## src/rtl/wdist_pkg.sv

```systemverilog
// Shared types, constants and command/status bundles for the histogram distance unit.
package wdist_pkg;

	localparam int DATA_W       = 32;
	localparam int MASS_W       = 48;
	localparam int TOTAL_W      = 56;
	localparam int PROB_W       = 33;
	localparam int ACC_W        = 48;
	localparam int DIV_STEPS    = 32;
	localparam int DEF_MAX_BINS = 256;

	// Register indexes on the configuration port
	localparam logic [1:0] REG_RANGE_LOW  = 2'd0;
	localparam logic [1:0] REG_RANGE_HIGH = 2'd1;
	localparam logic [1:0] REG_PROB_FLOOR = 2'd2;

	typedef enum logic [3:0] {
		ST_IDLE,
		ST_MUL,
		ST_WRITE,
		ST_CHECK,
		ST_READ,
		ST_DIVA,
		ST_WAITA,
		ST_DIVB,
		ST_WAITB,
		ST_POST,
		ST_PROD,
		ST_ACC,
		ST_NEXT,
		ST_OUT
	} wdist_state_t;

	// Controller to datapath
	typedef struct packed {
		logic capture;
		logic mul;
		logic write;
		logic start_pass;
		logic pass2;
		logic div_start;
		logic div_b;
		logic take_a;
		logic take_b;
		logic post;
		logic prod;
		logic acc;
		logic idx_inc;
		logic idx_clr;
		logic res_empty;
		logic res_load;
		logic clr_pair;
	} wdist_cmd_t;

	// Datapath to controller
	typedef struct packed {
		logic last;
		logic empty;
		logic idx_last;
		logic div_done;
		logic floor_on;
	} wdist_status_t;

endpackage

```

## src/rtl/wdist_ctrl.sv

```systemverilog
// Sequencer for loading, normalization passes, cumulative pass and result delivery.
module wdist_ctrl (
	input  logic                      clk,
	input  logic                      arst_n,
	input  logic                      item_valid,
	output logic                      item_stall,
	output logic                      result_valid,
	input  logic                      result_stall,
	input  wdist_pkg::wdist_status_t  st,
	output wdist_pkg::wdist_cmd_t     cmd
);
	import wdist_pkg::*;

	wdist_state_t state_q, state_d;
	logic         pass2_q, pass2_d;
	logic         fin;

	// Last pass either when no floor is set or on the renormalization pass
	assign fin = pass2_q || !st.floor_on;

	always_ff @(posedge clk or negedge arst_n) begin
		if (!arst_n) begin
			state_q <= ST_IDLE;
			pass2_q <= 1'b0;
		end else begin
			state_q <= state_d;
			pass2_q <= pass2_d;
		end
	end

	always_comb begin
		state_d      = state_q;
		pass2_d      = pass2_q;
		cmd          = '0;
		cmd.pass2    = pass2_q;
		item_stall   = 1'b1;
		result_valid = 1'b0;
		unique case (state_q)
			ST_IDLE: begin
				item_stall = 1'b0;
				if (item_valid) begin
					cmd.capture = 1'b1;
					state_d     = ST_MUL;
				end
			end
			ST_MUL: begin
				cmd.mul = 1'b1;
				state_d = ST_WRITE;
			end
			ST_WRITE: begin
				cmd.write = 1'b1;
				state_d   = st.last ? ST_CHECK : ST_IDLE;
			end
			ST_CHECK: begin
				if (st.empty) begin
					cmd.res_empty = 1'b1;
					state_d       = ST_OUT;
				end else begin
					cmd.start_pass = 1'b1;
					pass2_d        = 1'b0;
					state_d        = ST_READ;
				end
			end
			ST_READ: state_d = ST_DIVA;
			ST_DIVA: begin
				cmd.div_start = 1'b1;
				state_d       = ST_WAITA;
			end
			ST_WAITA: begin
				if (st.div_done) begin
					cmd.take_a = 1'b1;
					state_d    = ST_DIVB;
				end
			end
			ST_DIVB: begin
				cmd.div_start = 1'b1;
				cmd.div_b     = 1'b1;
				state_d       = ST_WAITB;
			end
			ST_WAITB: begin
				cmd.div_b = 1'b1;
				if (st.div_done) begin
					cmd.take_b = 1'b1;
					state_d    = ST_POST;
				end
			end
			ST_POST: begin
				cmd.post = 1'b1;
				state_d  = fin ? ST_PROD : ST_NEXT;
			end
			ST_PROD: begin
				cmd.prod = 1'b1;
				state_d  = ST_ACC;
			end
			ST_ACC: begin
				cmd.acc = 1'b1;
				state_d = ST_NEXT;
			end
			ST_NEXT: begin
				if (st.idx_last) begin
					if (fin) begin
						cmd.res_load = 1'b1;
						state_d      = ST_OUT;
					end else begin
						cmd.idx_clr = 1'b1;
						pass2_d     = 1'b1;
						state_d     = ST_READ;
					end
				end else begin
					cmd.idx_inc = 1'b1;
					state_d     = ST_READ;
				end
			end
			ST_OUT: begin
				result_valid = 1'b1;
				if (!result_stall) begin
					cmd.clr_pair = 1'b1;
					state_d      = ST_IDLE;
				end
			end
			default: state_d = ST_IDLE;
		endcase
	end

endmodule

```

## config.mk

```make
export PLATFORM = sky130hd
export DESIGN_NAME = wdist_ctrl
export DESIGN_NICKNAME = d
export VERILOG_FILES = /design/src/rtl/wdist_pkg.sv /design/src/rtl/wdist_ctrl.sv
export SDC_FILE = /design/constraint.sdc
export NUM_CORES = 1
export LEC_CHECK = 0
export BUFFER_PORTS_ARGS = -buffer_cell sky130_fd_sc_hd__buf_2
export CORE_AREA = 5 5 42 44
export CTS_CLUSTER_DIAMETER = 150
export DETAILED_ROUTE_END_ITERATION = 16
export DIE_AREA = 0 0 47 49
export GPL_TIMING_DRIVEN = 0
export PLACE_DENSITY = 0.75
export SLEW_MARGIN = 40
export SYNTH_ARGS = -nofsm -noshare
export SYNTH_HDL_FRONTEND = slang
export SYNTH_SLANG_ARGS = --single-unit
```

## constraint.sdc

```tcl
create_clock -name clk -period 1.9 [get_ports clk]
set_input_delay 0 -clock clk [delete_from_list [all_inputs] [get_ports clk]]
set_output_delay 0 -clock clk [all_outputs]
set_load 0.05 [all_outputs]
```

==> flow_summary.ini, run 1 <==
[outcome]
status = finished clean

[timing]
period_needed_ps = 1750
setup_viol_count_final = 0
fin_skew_ps = 3.31
rsz0062_at_grt = false
maxSlewViolCount = 0
post-route-period-util_pct = 91.8
tightest_slew_ps = 443
tns_ps = 0
fin_ws_ps = 155
finalHoldViolCount = 0
max_freq_mhz = 573
worst_slew_margin_rel_pct = 70.5

[clock_network]
h-tree-depth = 1
cts_inserted_buffers = 3
cts.sinks = 5
cts_buffer_depth = 2
cts_tree = built
clkLatencyLatePin_ps = 240
cts_setup_buffers = 0
cts.clk_slew.worst_paths_ps = 40
clock-root-buffer = clkbuf_4

[synthesis]
synth_nets = 90
synthFlopType = dfrtp_1
synth-edff-count = 0
synth_area_per_cell_um2 = 6.97
yosys.area.top_type_share_pct = 22.2
ys_ff_latch = 5
seq_area_frac_synth_pct = 22.2
async_reset_ff_share_pct = 100
synth_cell_types = 35
syn_area_um2 = 564
synth_warnings = 0
syn-instance-count = 81
synth_largest_area_cell = dfrtp_1
yosys-top-cells-area = dfrtp_1, nor2_1, buf_2, nand2b_1, nor3_1

[critical_path]
worstPathRequired_ps = 1900
cp_slowest_stage_delay_ps = 310
crit_chain = clkbuf_1 > clkbuf_4 > nand2_1 > nor4_2 > clkbuf_4
path_max_fanout = 10
r2r_start = state_q[0]$_DFFE_PN0P_
reg2reg_slack_ps = 410
crit_top_cell = clkbuf_4
crit_family = buffers and inverters
rr_worst_depth = 5
path_buf_inv = 3
crit_path_start_kind = flop
worstPathArrival_ps = 1750
cpMaxStageDelayCell = dfrtp_1
path_class = flop to output port
cp-end-kind = output port
rr_endpoint = state_q[2]$_DFFE_PN0P_

[routing]
top_layer = met3
vias = 707
drtAntennaViolNets = 0
wirelength_um = 1690
post-route-drc-count = 0
met1Wirelength_um = 704
first_pass_iters = 4
drt-vias-per-instance = 5.48
post_drt_wl_per_cell_um = 13.1
drt_iter0_markers = 14
wl_met3_um = 175
routed-wl-met2_um = 810

[pwr]
max-vdd-ir-drop_mv = 1.24
powerDensity_mw_per_mm2 = 1830
p_total_w = 0.00144
power_leakage_nw = 0.397

[floorplanning]
die_x_um = 47
row_count = 14
initial_core_util_pct = 40.3
die_y_um = 49
die_area_mm2 = 0.00230
core_mm2 = 0.00140
pin_count = 28

[hold_path]
hold_path_class = input port to flop
min_from = result_stall
hold_depth = 3
hold_end = state_q[0]$_DFFE_PN0P_

[global_route]
track_usage_pct = 16.3
grt_overflow = 0
grt_antenna_before_repair = 0
grt_pass1_wl_um = 2790
grt_pass1_vias = 655
grt_max_degree = 11

[placed_design]
pre_cts_ws_ps = 361
gp_congestion = 0.879
place_hpwl_um = 1260
place_area_um2 = 743
io_buffers = 27

[final_layout]
layout_commonest_cell = buf_2
fin_area_um2 = 785
antenna_cells = 0
area_growth_syn_to_layout_pct = 39.0
final_cell_mix = buf_2, nor2_1
drive_gt1_share_pct = 38.9
fin_nets = 123

[job]
maxCapViolCount = 0
[how the worst max path moves through the flow]
stage | to | startpoint | cells past startpoint
3_5_place_dp | cmd[13] | state_q[1]$_DFFE_PN0P_ | 5
6_report | cmd[13] | state_q[1]$_DFFE_PN0P_ | 5
2_1_floorplan | pass2_q$_DFFE_PN0P_ | state_q[1]$_DFFE_PN0P_ | 5
5_1_grt | cmd[13] | state_q[1]$_DFFE_PN0P_ | 5
3_3_place_gp | cmd[13] | state_q[1]$_DFFE_PN0P_ | 5
4_1_cts | cmd[13] | state_q[1]$_DFFE_PN0P_ | 5
[synthesized netlist by cell type (2+ instances only)]
cell type	count
nor4_1	3
nand3_1	2
o31ai_1	3
o21ai_1	3
inv_1	3
nor3_1	5
nor2_1	14
nand3b_1	2
nand2b_1	4
nand4_1	2
a21oi_1	4
buf_2	5
dfrtp_1	5
nand2_1	5
[kinds of logic (layout without fill, tap and decap cells)]
family,count (synthesis),count (layout),share of synthesized area [%]
flops,5,5,22.2
simple gates,46,46,44.6
buf+inv,12,44,11.1
compound gates,18,18,22.2
[metal layers]
layer	global-route usage, %	vias to the layer above
li1	-	360
met1	20.3	317
met2	25.6	30
met3	7.38	0
met4	2.76	0
met5	0	-
[stage by stage]
stage | util [%] | instances | hold slack (ps)
2_1_floorplan | - | 81 | -296
3_3_place_gp | 53.0 | 124 | -188
3_5_place_dp | 53.0 | 124 | -186
4_1_cts | 55.6 | 129 | 36.4
5_1_grt | 56.0 | 129 | 33.0
6_report | 56.0 | 129 | 42.6
[repair_timing]
| action | in CTS | in global routing |
|---|---|---|
| hold buffers | 1 | 0 |
| hold endpoints to repair | 5 | 0 |
| resized for setup | 0 | 2 |
| setup endpoints to repair | 0 | 1 |
[power by group]
group | total, W | switching, W | internal [W]
sequential | 0.000193 | 0.0000364 | 0.000157
clock | 0.000121 | 0.0000420 | 0.0000793
combinational | 0.00112 | 0.000777 | 0.000345
[worst register-to-register path: stages (launching register included)]
cell and delay [ps]:
dfrtp_1 360, buf_6 130, or4_4 530, a21oi_2 150, a211o_2 120, o21ai_1 70
[final cells by class]
type	count	area [µm²]
inverters	3	11.3
multi-input cells	64	400
well taps	16	20.0
flip-flops and latches	5	125
repair buffers	28	148
clock buffers	4	26.3
plain buffers	9	53.8
fillers	137	617
[sequential cells by signal, indices dropped and copies added, names as in the netlist]
register and flops:
pass2_q 1, state_q 4
Power figures use the tool's default switching activity.
==> run 2, diff against run 1 <==
--- a/config.mk
+++ b/config.mk
@@ -6,12 +6,12 @@
 export NUM_CORES = 1
 export LEC_CHECK = 0
 export BUFFER_PORTS_ARGS = -buffer_cell sky130_fd_sc_hd__buf_2
-export CORE_AREA = 5 5 42 44
+export CORE_MARGIN = 5
+export CORE_UTILIZATION = 39
 export CTS_CLUSTER_DIAMETER = 150
 export DETAILED_ROUTE_END_ITERATION = 16
-export DIE_AREA = 0 0 47 49
 export GPL_TIMING_DRIVEN = 0
-export PLACE_DENSITY = 0.75
+export PLACE_DENSITY = 0.73
 export SLEW_MARGIN = 40
 export SYNTH_ARGS = -nofsm -noshare
 export SYNTH_HDL_FRONTEND = slang
==> constraint.sdc (replaced) <==
create_clock -name clk -period 1.5 [get_ports clk]
set_input_delay 0 -clock clk [delete_from_list [all_inputs] [get_ports clk]]
set_output_delay 0 -clock clk [all_outputs]
set_load 0.05 [all_outputs]
==> run 2 against run 1 <==
The flow now finishes with violations (negative setup slack). Count of clock-buffer cells in the layout down 1. Final cell count up 4.7%. Hold slack worse by 31 ps. Cell area up 28%. Worst setup slack worse by 220 ps. Sequential share of layout area down 3.4 points. Critical endpoint is now state_q[2]$_DFFE_PN0P_.
==> flow_summary.ini, run 2 (synthesis gave the netlist of run 1 again) <==
[global_route]
grt_antenna_before_repair = 0
grtUsageMet1_pct = 24.3
track_usage_pct = 18.7
grt_use_met2_pct = 29.3
grt_max_degree = 11
grt_pass1_wl_um = 3020
globalRouteMet3Util_pct = 4.14
busiest_layer = met2
grt_overflow = 0
grt_pass1_vias = 667

[outcome]
status = finished with violations
violations = negative setup slack

[routing]
first_pass_iters = 4
drtAntennaViolNets = 0
wirelength_um = 2150
post_drt_wl_per_cell_um = 15.9
post-route-drc-count = 0
drt-vias-per-instance = 5.81
vias = 785
drt_iter0_markers = 41

[pwr]
max-vdd-ir-drop_mv = 1.32
powerDensity_mw_per_mm2 = 2330
power_leakage_nw = 0.473
p_total_w = 0.00235

[critical_path]
reg2reg_slack_ps = -70
crit_path_start_kind = flop
cp_slowest_stage_delay_ps = 550
path_class = flop to flop
rr_worst_depth = 5
rr_endpoint = state_q[2]$_DFFE_PN0P_
cp-end-kind = flop
crit_family = simple AND/OR/NAND/NOR gates
worstPathArrival_ps = 1710
path_max_fanout = 5
path_buf_inv = 1
crit_chain = buf_6 > or4_4 > a21oi_4 > a211o_2 > o21ai_1
worstPathRequired_ps = 1650
r2r_start = state_q[0]$_DFFE_PN0P_
worst-path-stages = 5
cpMaxStageDelayCell = or4_4

[final_layout]
top_regs = state_q: 4 flops, pass2_q: 1 flops
fillers = 91
multi_input_area_um2 = 478
antenna_cells = 0
drive_gt1_share_pct = 52.5
final_cell_mix = buf_2, buf_6, nor2_1, buf_4, clkbuf_4
largest_register = state_q
layout_commonest_cell = buf_2
area_growth_syn_to_layout_pct = 78.3
ff_latch_area_um2 = 126
fin_nets = 130
largest_reg_flops = 4

[placed_design]
io_buffers = 27
gp_congestion = 0.835
place_hpwl_um = 1360

[timing]
tns_ps = -116
worst_slew_margin_rel_pct = 82.8
rsz0062_at_grt = true
fin_skew_ps = 11.8
post-route-period-util_pct = 104
period_needed_ps = 1570
maxSlewViolCount = 0
tightest_slew_ps = 258
max_freq_mhz = 638
fin_ws_ps = -66.9
finalHoldViolCount = 0
setup_viol_count_final = 2

[clock_network]
cts_tree = built
clkLatencyLatePin_ps = 260
h-tree-depth = 1
clock-root-buffer = clkbuf_4
cts_buffer_depth = 2
cts_inserted_buffers = 3
cts.sinks = 5
cts.clk_slew.worst_paths_ps = 60

[hold_path]
hold_end = state_q[0]$_DFFE_PN0P_
min_from = result_stall
hold_path_class = input port to flop
hold_depth = 3

[floorplanning]
core_mm2 = 0.00133
die_area_mm2 = 0.00231
initial_core_util_pct = 42.3
row_count = 13
pin_count = 28
die_x_um = 48.0
die_y_um = 48.0

[job]
maxCapViolCount = 0
## run 2: worst max-delay path by stage
stage | slack, ps | startpoint | end
2_1_floorplan | -350 | state_q[3]$_DFFE_PN0P_ | cmd[14]
3_3_place_gp | -40 | state_q[2]$_DFFE_PN0P_ | cmd[10]
3_5_place_dp | -90 | state_q[1]$_DFFE_PN0P_ | cmd[13]
4_1_cts | -30 | state_q[2]$_DFFE_PN0P_ | cmd[2]
5_1_grt | -90 | state_q[0]$_DFFE_PN0P_ | state_q[2]$_DFFE_PN0P_
6_report | -70 | state_q[0]$_DFFE_PN0P_ | state_q[2]$_DFFE_PN0P_
## run 2: report_power, final
group          internal, W  switching [W]
sequential        0.000201      0.0000789
combinational     0.000739        0.00116
clock            0.0000978      0.0000761
## run 2: area by class of cell
type	instances	share of cell area, %
inverter	3	1.12
clock inverter	1	0.498
multi-input combinational	64	47.5
buffer	8	8.96
clock buffer	3	2.24
tap	15	1.87
sequential	5	12.6
timing repair buffer	36	25.2
## run 2: repair_timing
item	4_1_cts	5_1_grt
resized for setup	24	17
hold buffers	1	0
endpoints found under the setup margin	20	17
setup buffers	2	5
hold endpoints to repair	5	0
pin swaps	1	7
gates cloned	0	1
## run 2: stage by stage
step                      cells  hold WS (ps)  utilization [%]  cell area [µm²]  setup WS, ps
after floorplan              81          -296                -              638          -352
after global placement      123          -183             59.4              792         -37.6
after detailed placement    123          -175             59.4              792         -88.0
after CTS                   129          8.18             68.3              911         -27.2
after global routing        135          33.3             75.4             1010         -89.5
final                       135          11.6             75.4             1010         -66.9
## run 2: tightest hold or removal path, delay by kind of cell
kind                   cells  cell delay [ps]
buffers and inverters      1              130
AND/OR/NAND/NOR            1               60
AO/OA/AOI/OAI              1               50
## run 2: per-layer routing
layer | routed length (µm) | up-vias
met2 | 1050 | 38
met3 | 123 | 6
li1 | - | 373
met4 | 52 | 0
met5 | 0 | -
met1 | 923 | 368
